[src/rtl/core/dakf_pkg.sv]
// ----------------------------------------------------------------------------
// dakf_pkg: shared definitions for the dual angle Kalman filter
// Types, constants and helpers used by the filter channels and the top level.
// ----------------------------------------------------------------------------
`default_nettype none

package dakf_pkg;

  // Fraction bits of the sample interval; fixed whatever FRAC_BITS is.
  localparam int DT_BITS       = 16;
  localparam int FRAC_BITS_DEF = 16;
  // Width in which the angle sums are formed before saturation.
  localparam int SAT_W         = 48;
  // Multiplicand width of the shared multiplier in the top level.
  localparam int TOP_MW        = 32;
  // Multiplicand width inside a channel (error term of 33 bits).
  localparam int CH_MW         = 33;

  localparam int CFG_IDX_W  = 2;
  localparam int CFG_DATA_W = 31;

  localparam logic [CFG_IDX_W-1:0] CFG_TIME_STEP        = 2'd0;
  localparam logic [CFG_IDX_W-1:0] CFG_RATE_VARIANCE    = 2'd1;
  localparam logic [CFG_IDX_W-1:0] CFG_MEASURE_VARIANCE = 2'd2;

  localparam logic [DT_BITS-1:0] TIME_STEP_RESET = 16'd6554;

  typedef enum logic [1:0] {
    TS_IDLE,
    TS_DT2,
    TS_Q,
    TS_WAIT
  } top_state_t;

  typedef enum logic [2:0] {
    CS_IDLE,
    CS_PRED,
    CS_WAITQ,
    CS_PREP,
    CS_DIV,
    CS_MGAIN,
    CS_MVAR
  } chan_state_t;

  typedef struct packed {
    logic start;
    logic q_valid;
  } chan_ctl_t;

  // Clamp a wide signed value to the signed 32-bit range.
  function automatic logic signed [31:0] sat_s32(input logic signed [SAT_W-1:0] x);
    logic fits;
    fits = (&x[SAT_W-1:31]) || !(|x[SAT_W-1:31]);
    if (fits) begin
      return x[31:0];
    end else if (x[SAT_W-1]) begin
      return 32'sh8000_0000;
    end else begin
      return 32'sh7FFF_FFFF;
    end
  endfunction

endpackage

`default_nettype wire

[src/rtl/core/dakf_mul.sv]
// ----------------------------------------------------------------------------
// dakf_mul: bit-serial signed by unsigned multiplier
// Consumes one multiplier bit per cycle, LSB first, with a shift-right
// accumulator; the adder is only as wide as the multiplicand plus one.
// ----------------------------------------------------------------------------
`default_nettype none

module dakf_mul
  import dakf_pkg::*;
#(
  parameter int MW = TOP_MW,
  parameter int NW = DT_BITS
) (
  input  wire logic                 clk,
  input  wire logic                 rst_n,
  input  wire logic                 start,
  input  wire logic signed [MW-1:0] mcand,
  input  wire logic [NW-1:0]        mplr,
  output logic                      done,
  output logic signed [MW+NW:0]     prod
);

  localparam int PW = MW + NW + 1;
  localparam int CW = $clog2(NW + 1);

  logic [PW-1:0]        acc_r, acc_nxt;
  logic signed [MW-1:0] mcand_r, mcand_nxt;
  logic [CW-1:0]        cnt_r, cnt_nxt;
  logic                 busy_r, busy_nxt;
  logic                 done_r, done_nxt;
  logic signed [MW:0]   hi;
  logic signed [MW:0]   addend;
  logic signed [MW:0]   sum;

  always_comb begin
    hi        = signed'(acc_r[PW-1:NW]);
    addend    = acc_r[0] ? (MW+1)'(mcand_r) : '0;
    sum       = hi + addend;
    acc_nxt   = acc_r;
    mcand_nxt = mcand_r;
    cnt_nxt   = cnt_r;
    busy_nxt  = busy_r;
    done_nxt  = 1'b0;
    if (start) begin
      acc_nxt   = {{(MW+1){1'b0}}, mplr};
      mcand_nxt = mcand;
      cnt_nxt   = CW'(NW);
      busy_nxt  = 1'b1;
    end else if (busy_r) begin
      // Add the partial product, then shift one bit towards the low end.
      acc_nxt = {sum[MW], sum, acc_r[NW-1:1]};
      cnt_nxt = cnt_r - CW'(1);
      if (cnt_r == CW'(1)) begin
        busy_nxt = 1'b0;
        done_nxt = 1'b1;
      end
    end
  end

  always_ff @(posedge clk) begin
    if (!rst_n) begin
      busy_r <= 1'b0;
      done_r <= 1'b0;
      cnt_r  <= '0;
    end else begin
      busy_r <= busy_nxt;
      done_r <= done_nxt;
      cnt_r  <= cnt_nxt;
    end
  end

  always_ff @(posedge clk) begin
    acc_r   <= acc_nxt;
    mcand_r <= mcand_nxt;
  end

  assign done = done_r;
  assign prod = signed'(acc_r);

endmodule

`default_nettype wire

[src/rtl/core/dakf_chan.sv]
// ----------------------------------------------------------------------------
// dakf_chan: one scalar Kalman channel
// Holds the angle and variance of one axis. Predicts, divides for the gain
// with a restoring divider one quotient bit per cycle, and updates both
// values through a bit-serial multiplier.
// ----------------------------------------------------------------------------
`default_nettype none

module dakf_chan
  import dakf_pkg::*;
#(
  parameter int FRAC_BITS = FRAC_BITS_DEF
) (
  input  wire logic                clk,
  input  wire logic                rst_n,
  input  wire chan_ctl_t           ctl,
  input  wire logic [DT_BITS-1:0]  time_step,
  input  wire logic [30:0]         q,
  input  wire logic [30:0]         measure_variance,
  input  wire logic signed [31:0]  rate,
  input  wire logic signed [31:0]  measured,
  output logic                     done,
  output logic signed [31:0]       angle,
  output logic [30:0]              variance
);

  localparam int MB  = (FRAC_BITS + 1 > DT_BITS) ? FRAC_BITS + 1 : DT_BITS;
  localparam int PW  = CH_MW + MB + 1;
  localparam int DCW = $clog2(FRAC_BITS + 2);
  localparam logic [FRAC_BITS:0] GainOne  = {1'b1, {FRAC_BITS{1'b0}}};
  localparam logic [30:0]        VarReset = 31'(64'd4 << FRAC_BITS);

  chan_state_t state_r, state_nxt;

  logic                    mul_start;
  logic signed [CH_MW-1:0] mul_mcand;
  logic [MB-1:0]           mul_mplr;
  logic                    mul_done;
  logic signed [PW-1:0]    mul_prod;

  logic signed [31:0]      meas_r, meas_nxt;
  logic signed [31:0]      a1_r, a1_nxt;
  logic [30:0]             p1_r, p1_nxt;
  logic [31:0]             den_r, den_nxt;
  logic                    den_nz_r, den_nz_nxt;
  logic [32:0]             rem_r, rem_nxt;
  logic signed [32:0]      e_r, e_nxt;
  logic [FRAC_BITS:0]      gain_r, gain_nxt;
  logic [DCW-1:0]          div_cnt_r, div_cnt_nxt;
  logic signed [31:0]      angle_r, angle_nxt;
  logic [30:0]             var_r, var_nxt;

  logic signed [SAT_W-1:0] pred_sum;
  logic signed [SAT_W-1:0] upd_sum;
  logic [31:0]             p1_sum;
  logic [31:0]             den_sum;
  logic [32:0]             div_trial;
  logic                    div_bit;
  logic                    div_last;
  logic [FRAC_BITS:0]      gain_shift;
  logic [30:0]             var_upd;

  dakf_mul #(
    .MW (CH_MW),
    .NW (MB)
  ) u_mul (
    .clk   (clk),
    .rst_n (rst_n),
    .start (mul_start),
    .mcand (mul_mcand),
    .mplr  (mul_mplr),
    .done  (mul_done),
    .prod  (mul_prod)
  );

  // Arithmetic around the multiplier and divider.
  always_comb begin
    pred_sum   = SAT_W'(angle_r) + SAT_W'(signed'(mul_prod[PW-1:DT_BITS]))
               + SAT_W'(mul_prod[DT_BITS-1]);
    upd_sum    = SAT_W'(a1_r) + SAT_W'(signed'(mul_prod[PW-1:FRAC_BITS]))
               + SAT_W'(mul_prod[FRAC_BITS-1]);
    p1_sum     = {1'b0, var_r} + {1'b0, q};
    den_sum    = {1'b0, p1_r} + {1'b0, measure_variance};
    div_trial  = rem_r - {1'b0, den_r};
    div_bit    = den_nz_r && (rem_r >= {1'b0, den_r});
    div_last   = (div_cnt_r == DCW'(1));
    gain_shift = {gain_r[FRAC_BITS-1:0], div_bit};
    // The rounded product never exceeds the predicted variance.
    var_upd    = mul_prod[FRAC_BITS+30:FRAC_BITS] + 31'(mul_prod[FRAC_BITS-1]);
  end

  // Next state.
  always_comb begin
    state_nxt = state_r;
    case (state_r)
      CS_IDLE:  if (ctl.start) state_nxt = CS_PRED;
      CS_PRED:  if (mul_done) state_nxt = CS_WAITQ;
      CS_WAITQ: if (ctl.q_valid) state_nxt = CS_PREP;
      CS_PREP:  state_nxt = CS_DIV;
      CS_DIV:   if (div_last) state_nxt = CS_MGAIN;
      CS_MGAIN: if (mul_done) state_nxt = CS_MVAR;
      CS_MVAR:  if (mul_done) state_nxt = CS_IDLE;
      default:  state_nxt = CS_IDLE;
    endcase
  end

  // Multiplier control and status.
  always_comb begin
    mul_start = 1'b0;
    mul_mcand = CH_MW'(rate);
    mul_mplr  = MB'(time_step);
    done      = 1'b0;
    case (state_r)
      CS_IDLE: begin
        mul_start = ctl.start;
      end
      CS_DIV: begin
        mul_start = div_last;
        mul_mcand = e_r;
        mul_mplr  = MB'(gain_shift);
      end
      CS_MGAIN: begin
        mul_start = mul_done;
        mul_mcand = signed'({2'b00, p1_r});
        mul_mplr  = MB'(GainOne - gain_r);
      end
      CS_MVAR: begin
        done = mul_done;
      end
      default: begin
        mul_start = 1'b0;
      end
    endcase
  end

  // Datapath register updates.
  always_comb begin
    meas_nxt    = meas_r;
    a1_nxt      = a1_r;
    p1_nxt      = p1_r;
    den_nxt     = den_r;
    den_nz_nxt  = den_nz_r;
    rem_nxt     = rem_r;
    e_nxt       = e_r;
    gain_nxt    = gain_r;
    div_cnt_nxt = div_cnt_r;
    angle_nxt   = angle_r;
    var_nxt     = var_r;
    case (state_r)
      CS_IDLE: begin
        if (ctl.start) meas_nxt = measured;
      end
      CS_PRED: begin
        if (mul_done) a1_nxt = sat_s32(pred_sum);
      end
      CS_WAITQ: begin
        if (ctl.q_valid) p1_nxt = p1_sum[31] ? '1 : p1_sum[30:0];
      end
      CS_PREP: begin
        den_nxt     = den_sum;
        den_nz_nxt  = |den_sum;
        rem_nxt     = {2'b00, p1_r};
        e_nxt       = 33'(meas_r) - 33'(a1_r);
        div_cnt_nxt = DCW'(FRAC_BITS + 1);
      end
      CS_DIV: begin
        // The first step yields the integer bit, set only when R is zero.
        gain_nxt    = gain_shift;
        rem_nxt     = div_bit ? {div_trial[31:0], 1'b0} : {rem_r[31:0], 1'b0};
        div_cnt_nxt = div_cnt_r - DCW'(1);
      end
      CS_MGAIN: begin
        if (mul_done) angle_nxt = sat_s32(upd_sum);
      end
      CS_MVAR: begin
        if (mul_done) var_nxt = var_upd;
      end
      default: begin
        meas_nxt = meas_r;
      end
    endcase
  end

  always_ff @(posedge clk) begin
    if (!rst_n) begin
      state_r <= CS_IDLE;
      angle_r <= '0;
      var_r   <= VarReset;
    end else begin
      state_r <= state_nxt;
      angle_r <= angle_nxt;
      var_r   <= var_nxt;
    end
  end

  always_ff @(posedge clk) begin
    meas_r    <= meas_nxt;
    a1_r      <= a1_nxt;
    p1_r      <= p1_nxt;
    den_r     <= den_nxt;
    den_nz_r  <= den_nz_nxt;
    rem_r     <= rem_nxt;
    e_r       <= e_nxt;
    gain_r    <= gain_nxt;
    div_cnt_r <= div_cnt_nxt;
  end

  assign angle    = angle_r;
  assign variance = var_r;

endmodule

`default_nettype wire

[src/rtl/core/dual_angle_kalman_1d.sv]
// ----------------------------------------------------------------------------
// dual_angle_kalman_1d: roll and pitch scalar Kalman filter
// Two independent channels fuse gyro rates with accelerometer angles.
// ----------------------------------------------------------------------------
// Usage:
//   Input channel (in_valid / in_stall) carries both gyro rates and both
//   measured angles; a transaction takes place when in_valid is high and
//   in_stall is low. Output channel (out_valid / out_stall) carries both
//   filtered angles and both variances, one transaction per input.
//   The configuration port writes time_step, rate_variance and
//   measure_variance by index; the user must write them only while the
//   filter is idle, as the block itself has no check for it.
//   The result is formed by the bit-serial multipliers, one multiplier bit
//   per cycle, and the restoring divider, one gain bit per cycle. The shared
//   term dt*dt*rate_variance is formed first on one multiplier while both
//   channels run their angle prediction on their own multipliers.
//   One item is processed at a time; in_stall stays high until its result
//   is in the output register. If the receiver stalls, the result is held
//   and the next transaction may already be taken and computed; it then
//   waits for the register. Reset restores the default registers, zero
//   angles and variances of 4.0.
// ----------------------------------------------------------------------------
`default_nettype none

module dual_angle_kalman_1d
  import dakf_pkg::*;
#(
  parameter int FRAC_BITS = FRAC_BITS_DEF
) (
  input  wire logic                  clk,
  input  wire logic                  rst_n,
  input  wire logic                  cfg_wr_en,
  input  wire logic [CFG_IDX_W-1:0]  cfg_index,
  input  wire logic [CFG_DATA_W-1:0] cfg_wr_data,
  input  wire logic                  in_valid,
  output logic                       in_stall,
  input  wire logic signed [31:0]    in_roll_rate,
  input  wire logic signed [31:0]    in_pitch_rate,
  input  wire logic signed [31:0]    in_roll_measured,
  input  wire logic signed [31:0]    in_pitch_measured,
  output logic                       out_valid,
  input  wire logic                  out_stall,
  output logic signed [31:0]         out_roll_estimate,
  output logic [30:0]                out_roll_uncertainty,
  output logic signed [31:0]         out_pitch_estimate,
  output logic [30:0]                out_pitch_uncertainty
);

  localparam int PW = TOP_MW + DT_BITS + 1;
  localparam logic [30:0] RvReset = 31'(64'd100 << FRAC_BITS);
  localparam logic [30:0] MvReset = 31'(64'd9 << FRAC_BITS);

  top_state_t state_r, state_nxt;

  logic [DT_BITS-1:0] ts_r, ts_nxt;
  logic [30:0]        rv_r, rv_nxt;
  logic [30:0]        mv_r, mv_nxt;
  logic [30:0]        q_r, q_nxt;
  logic               q_valid_r, q_valid_nxt;
  logic               roll_done_r, roll_done_nxt;
  logic               pitch_done_r, pitch_done_nxt;
  logic               out_valid_r, out_valid_nxt;
  logic signed [31:0] roll_est_r, roll_est_nxt;
  logic [30:0]        roll_unc_r, roll_unc_nxt;
  logic signed [31:0] pitch_est_r, pitch_est_nxt;
  logic [30:0]        pitch_unc_r, pitch_unc_nxt;

  logic                     accept;
  logic                     load_out;
  logic                     mul_start;
  logic signed [TOP_MW-1:0] mul_mcand;
  logic [DT_BITS-1:0]       mul_mplr;
  logic                     mul_done;
  logic signed [PW-1:0]     mul_prod;
  logic [DT_BITS-1:0]       dt2;
  logic [30:0]              q_calc;

  chan_ctl_t          chan_ctl;
  logic               roll_done, pitch_done;
  logic signed [31:0] roll_angle, pitch_angle;
  logic [30:0]        roll_var, pitch_var;

  assign accept   = in_valid && !in_stall;
  assign chan_ctl = '{start: accept, q_valid: q_valid_r};

  // Rounded dt squared, then the shared variance growth per sample.
  assign dt2    = mul_prod[2*DT_BITS-1:DT_BITS] + DT_BITS'(mul_prod[DT_BITS-1]);
  assign q_calc = mul_prod[DT_BITS+30:DT_BITS] + 31'(mul_prod[DT_BITS-1]);

  dakf_mul #(
    .MW (TOP_MW),
    .NW (DT_BITS)
  ) u_mul (
    .clk   (clk),
    .rst_n (rst_n),
    .start (mul_start),
    .mcand (mul_mcand),
    .mplr  (mul_mplr),
    .done  (mul_done),
    .prod  (mul_prod)
  );

  dakf_chan #(
    .FRAC_BITS (FRAC_BITS)
  ) u_roll (
    .clk              (clk),
    .rst_n            (rst_n),
    .ctl              (chan_ctl),
    .time_step        (ts_r),
    .q                (q_r),
    .measure_variance (mv_r),
    .rate             (in_roll_rate),
    .measured         (in_roll_measured),
    .done             (roll_done),
    .angle            (roll_angle),
    .variance         (roll_var)
  );

  dakf_chan #(
    .FRAC_BITS (FRAC_BITS)
  ) u_pitch (
    .clk              (clk),
    .rst_n            (rst_n),
    .ctl              (chan_ctl),
    .time_step        (ts_r),
    .q                (q_r),
    .measure_variance (mv_r),
    .rate             (in_pitch_rate),
    .measured         (in_pitch_measured),
    .done             (pitch_done),
    .angle            (pitch_angle),
    .variance         (pitch_var)
  );

  // Next state.
  always_comb begin
    state_nxt = state_r;
    case (state_r)
      TS_IDLE: if (accept) state_nxt = TS_DT2;
      TS_DT2:  if (mul_done) state_nxt = TS_Q;
      TS_Q:    if (mul_done) state_nxt = TS_WAIT;
      TS_WAIT: if (load_out) state_nxt = TS_IDLE;
      default: state_nxt = TS_IDLE;
    endcase
  end

  // Handshake and multiplier control.
  always_comb begin
    in_stall  = 1'b1;
    mul_start = 1'b0;
    mul_mcand = signed'(TOP_MW'(ts_r));
    mul_mplr  = ts_r;
    load_out  = 1'b0;
    case (state_r)
      TS_IDLE: begin
        in_stall  = 1'b0;
        mul_start = accept;
      end
      TS_DT2: begin
        mul_start = mul_done;
        mul_mcand = signed'({1'b0, rv_r});
        mul_mplr  = dt2;
      end
      TS_WAIT: begin
        load_out = roll_done_r && pitch_done_r && (!out_valid_r || !out_stall);
      end
      default: begin
        in_stall = 1'b1;
      end
    endcase
  end

  // Registers, transaction bookkeeping and the output register.
  always_comb begin
    ts_nxt         = ts_r;
    rv_nxt         = rv_r;
    mv_nxt         = mv_r;
    q_nxt          = q_r;
    q_valid_nxt    = q_valid_r;
    roll_done_nxt  = roll_done_r || roll_done;
    pitch_done_nxt = pitch_done_r || pitch_done;
    out_valid_nxt  = out_valid_r && out_stall;
    roll_est_nxt   = roll_est_r;
    roll_unc_nxt   = roll_unc_r;
    pitch_est_nxt  = pitch_est_r;
    pitch_unc_nxt  = pitch_unc_r;
    if (cfg_wr_en) begin
      case (cfg_index)
        CFG_TIME_STEP:        ts_nxt = cfg_wr_data[DT_BITS-1:0];
        CFG_RATE_VARIANCE:    rv_nxt = cfg_wr_data[30:0];
        CFG_MEASURE_VARIANCE: mv_nxt = cfg_wr_data[30:0];
        default:              ts_nxt = ts_r;
      endcase
    end
    if (accept) begin
      q_valid_nxt    = 1'b0;
      roll_done_nxt  = 1'b0;
      pitch_done_nxt = 1'b0;
    end
    if ((state_r == TS_Q) && mul_done) begin
      q_nxt       = q_calc;
      q_valid_nxt = 1'b1;
    end
    if (load_out) begin
      out_valid_nxt  = 1'b1;
      roll_done_nxt  = 1'b0;
      pitch_done_nxt = 1'b0;
      roll_est_nxt   = roll_angle;
      roll_unc_nxt   = roll_var;
      pitch_est_nxt  = pitch_angle;
      pitch_unc_nxt  = pitch_var;
    end
  end

  always_ff @(posedge clk) begin
    if (!rst_n) begin
      state_r      <= TS_IDLE;
      ts_r         <= TIME_STEP_RESET;
      rv_r         <= RvReset;
      mv_r         <= MvReset;
      q_valid_r    <= 1'b0;
      roll_done_r  <= 1'b0;
      pitch_done_r <= 1'b0;
      out_valid_r  <= 1'b0;
    end else begin
      state_r      <= state_nxt;
      ts_r         <= ts_nxt;
      rv_r         <= rv_nxt;
      mv_r         <= mv_nxt;
      q_valid_r    <= q_valid_nxt;
      roll_done_r  <= roll_done_nxt;
      pitch_done_r <= pitch_done_nxt;
      out_valid_r  <= out_valid_nxt;
    end
  end

  always_ff @(posedge clk) begin
    q_r         <= q_nxt;
    roll_est_r  <= roll_est_nxt;
    roll_unc_r  <= roll_unc_nxt;
    pitch_est_r <= pitch_est_nxt;
    pitch_unc_r <= pitch_unc_nxt;
  end

  assign out_valid             = out_valid_r;
  assign out_roll_estimate     = roll_est_r;
  assign out_roll_uncertainty  = roll_unc_r;
  assign out_pitch_estimate    = pitch_est_r;
  assign out_pitch_uncertainty = pitch_unc_r;

`ifndef ASSERT_OFF
  // Once a transaction is taken, no further one is taken until it completes.
  a_accept_blocks: assert property (@(posedge clk) disable iff (!rst_n)
    accept |=> in_stall)
    else $error("input taken while a transaction was in progress");

  // A new result only appears after both channels have finished.
  a_rose_from_wait: assert property (@(posedge clk) disable iff (!rst_n)
    $rose(out_valid) |-> ($past(state_r == TS_WAIT) && $past(roll_done_r)
                          && $past(pitch_done_r)))
    else $error("result presented before both channels finished");

  // No stale completion flag survives into the idle state.
  a_idle_flags_clear: assert property (@(posedge clk) disable iff (!rst_n)
    (state_r == TS_IDLE) |-> (!roll_done_r && !pitch_done_r))
    else $error("channel completion flag set while idle");

  // The shared multiplier only finishes while the variance term is formed.
  a_mul_done_phase: assert property (@(posedge clk) disable iff (!rst_n)
    mul_done |-> ((state_r == TS_DT2) || (state_r == TS_Q)))
    else $error("shared multiplier finished outside its phases");
`endif

endmodule

`default_nettype wire

[config.mk]
export PLATFORM = sky130hd
export DESIGN_NAME = dual_angle_kalman_1d
export DESIGN_NICKNAME = d
export VERILOG_FILES = /design/src/rtl/core/dakf_pkg.sv /design/src/rtl/core/dakf_mul.sv /design/src/rtl/core/dakf_chan.sv /design/src/rtl/core/dual_angle_kalman_1d.sv
export SDC_FILE = /design/constraint.sdc
export NUM_CORES = 2
export LEC_CHECK = 0
export CAP_MARGIN = 10
export CORE_ASPECT_RATIO = 0.5
export CORE_MARGIN = 5
export CORE_UTILIZATION = 55
export CTS_CLUSTER_SIZE = 14
export DETAILED_ROUTE_END_ITERATION = 10
export DONT_BUFFER_PORTS = 1
export PLACE_DENSITY = 0.73
export SETUP_SLACK_MARGIN = 0.05
export SYNTH_ARGS = -nofsm -noshare
export SYNTH_HDL_FRONTEND = slang
export SYNTH_SLANG_ARGS = --single-unit
[constraint.sdc]
create_clock -name clk -period 7.2 [get_ports clk]
set_input_delay 0.72 -clock clk [delete_from_list [all_inputs] [get_ports clk]]
set_output_delay 0.72 -clock clk [all_outputs]
set_load 0.03 [all_outputs]
==> results.txt <==
status: finished, final reports clean
Fin. Hold Viols: 0
Syn. warnings: 0
CP startpoint kind: flip-flop
Die H: 261 microns
Via density: 6.18
Top Metal Used: met5
critical path class: reg -> reg
worst-skew pair later-pin latency: 0.73 ns
initial antenna violation count: 22
sequential-to-total area share from yosys stat: 41.6%
DR vias: 56100
CTS-repair resized insts: 0
CTS tree: yes
synthesized area per cell: 9.38 sq um
Leak Pwr: 30.0 nW
first-pass GRT wire length: 305000 microns
Area Overhead vs Synth: 7.28%
Critical Path RT: 7.63 ns
Synth cell types: 101
Tcrit/Tclk final: 83.0%
Max-slew headroom: 19.1%
fin crit period: 5.98 ns
# H-tree levels: 3
Fmax: 0.167 GHz
Num CTS Buffers: 101
RSZ-0062 raised after global routing: false
met3 WL post-DR: 17500 microns
Mapped Cells: 7383
skew final: 0.0301 ns
Max-Cap Viols: 0
maximum vdd ir drop: 0.207 mV
GRT Total Usage: 29.3%
die area: 0.134 sq mm
drt pass-1 iters: 8
hold path startpoint: in_pitch_measured[19]
Max Slew Vio Count: 0
nets@finish: 7974
ratio of cells with drive above 1 in the final layout: 4.63%
area of the mapped netlist: 0.0693 sq mm
Setup TNS: 0 ns
WL met2: 91500 microns
power density over the cells: 294 mW/mm^2
beginning of the critical path: u_roll.u_mul.prod[18]
CP endpoint kind: flip-flop
GP Congestion: 0.957
WL final: 204000 microns
# hold bufs at CTS: 0
buffer depth of the longest clock path: 3
CTS root buffer: clkbuf_16
ys async rst share: 0%
Synthesized Nets: 8080
# Post-CTS Setup Buffers: 0
worst r2r src: u_roll.u_mul.prod[18]
Synth Flop Type: edfxtp_1
grt ovf: 0
clock slew at reported path FFs: 0.08 ns
antenna viol nets, final: 0
DRC violations left: 0
DIE WIDTH: 512 microns
Yosys reg bits: 1071
HP Class: in -> reg
largest net degree at the start of global routing: 105
Least-Margin Pin Slew: 1.21 ns
number of global-route vias before repair: 51200
Core Box Area: 0.126 sq mm
Starting DRT DRC Count: 5091
met1 WL: 86700 microns
Final HPWL DP: 156000 microns
Sinks on Clock Net: 1071
num rows: 92
final setup fails: 0
number of synthesized flops with an enable pin: 736
crit path max fanout: 31
Buffers on Ports: 0
WL/cell: 22.5 microns
Crit path arrival time: 6.40 ns
IO Pins: 294
Pwr Total: 0.0218 W
Initial Util: 55.2%
## worst max-delay path, cell delays in order (launching register included)
cell and delay, ns:
dfxtp_1 0.55, ha_1 0.33, o21ai_0 0.20, o21a_1 0.25
nor4_1 0.78, nor4_1 0.14, nor4_2 0.38, o311a_1 0.30
nand4b_1 0.19, or4b_1 0.66, a2111oi_0 0.53, a211oi_1 0.10
o31ai_1 0.25, and3_1 0.91, a21oi_1 0.10
## report_power, final
part | internal (W) | switching [W] | total [W]
Sequential | 0.00756 | 0.000864 | 0.00842
Clock | 0.00309 | 0.00251 | 0.00560
Combinational | 0.00309 | 0.00471 | 0.00780
## logic make-up (layout without fill, tap and decap cells)
| kind of cell | Yosys count | after routing | synth area share (%) |
|---|---|---|---|
| buffers and inverters | 598 | 580 | 3.29 |
| xor gates and xnor gates | 568 | 568 | 7.18 |
| adders and majority gates | 531 | 531 | 9.75 |
| AOI/OAI and AO/OA | 1997 | 1997 | 18.2 |
| muxes | 250 | 250 | 3.66 |
| and+or+nand+nor | 2368 | 2368 | 16.3 |
| other | 0 | 13 | 0 |
| DFF | 1071 | 1071 | 41.6 |
## synthesized netlist by cell type (all sizes together), types with 184 or more instances
cell type  number  area (sq um)
nand2         832          3120
edfxtp        736         22100
a21oi         593          2970
nor2          533          2000
ha            516          6460
o21ai         498          2500
xnor2         359          3140
inv           338          1270
dfxtp         335          6710
mux2i         223          2230
xor2          209          1830
a21o          208          1560
clkbuf        206           773
nand3         184           921
## final cells by class
type / instances / area, sq um
well taps: 1692 / 2120
multi-input cells: 5714 / 38300
diodes: 13 / 32.5
flip-flops and latches: 1071 / 28800
inverters: 340 / 1280
repair buffers: 49 / 373
fillers: 10800 / 51300
clock buffers: 144 / 2920
clock inverters: 47 / 467
## stage by stage
step | cell area [sq um] | instances | worst slack [ns] | utilization (%) | hold slack (ns)
after global routing | 74300 | 9057 | 0.783 | 59.2 | 0.0455
after global placement | 70900 | 8865 | 1.44 | 56.5 | 0.432
after detailed placement | 70900 | 8865 | 1.29 | 56.5 | 0.438
after CTS | 74300 | 9056 | 1.26 | 59.2 | 0.0366
final | 74300 | 9070 | 1.22 | 59.2 | 0.0835
after floorplan | 69300 | 7383 | 0.734 | - | 0.424
## registers in the layout (all words and copies together) (netlist names), 32 cells and up
| name | flops |
|---|---|
| u_roll.u_mul.mcand_r | 33 |
| u_roll.meas_r | 32 |
| u_pitch.rem_r | 33 |
| u_pitch.den_r | 32 |
| u_pitch.u_mul.prod | 50 |
| u_pitch.u_mul.mcand_r | 33 |
| u_roll.den_r | 32 |
| u_mul.prod | 48 |
| out_roll_estimate | 32 |
| u_pitch.meas_r | 32 |
| u_roll.u_mul.prod | 50 |
| u_roll.e_r | 33 |
| u_roll.angle | 32 |
| u_roll.rem_r | 33 |
| out_pitch_estimate | 32 |
| u_pitch.angle | 32 |
| u_pitch.a1_r | 32 |
| u_pitch.e_r | 33 |
| u_roll.a1_r | 32 |
## routing by layer
metal	vias up	track usage [%]
li1	26800	-
met1	26800	39.6
met2	2108	47.6
met3	363	5.39
met4	16	10.5
met5	-	0
## layout by cell type, fill, tap and decap left out, drive strengths merged, types with 20 or more instances in the layout
cell type  Yosys  routed
a211o         28      28
a211oi       105     105
a21boi        47      47
a21o         208     208
a21oi        593     593
a31oi         62      62
and2         153     153
and3         102     102
buf           52      48
clkbuf       206     144
clkinv         2      32
dfxtp        335     335
edfxtp       736     736
ha           516     516
inv          338     343
mux2          27      27
mux2i        223     223
nand2        832     832
nand2b        71      71
nand3        184     184
nand4         51      51
nor2         533     533
nor2b         80      80
nor3         133     133
nor3b         23      23
nor4          43      43
o211ai        47      47
o21a          72      72
o21ai        498     498
o21bai        61      61
o31a          20      20
o31ai         36      36
or2           30      30
or3           31      31
xnor2        359     359
xor2         209     209
## worst paths after layout
check | end | slack (ns) | depth (start not counted)
hold reg to reg | u_mul.prod[47] | 0.45 | 2
setup / recovery | u_roll.a1_r[10] | 1.22 | 14
hold / removal | u_pitch.meas_r[19] | 0.08 | 0
setup reg to reg | u_roll.a1_r[10] | 1.22 | 14
Note: power is estimated with default switching activity, not from simulation.
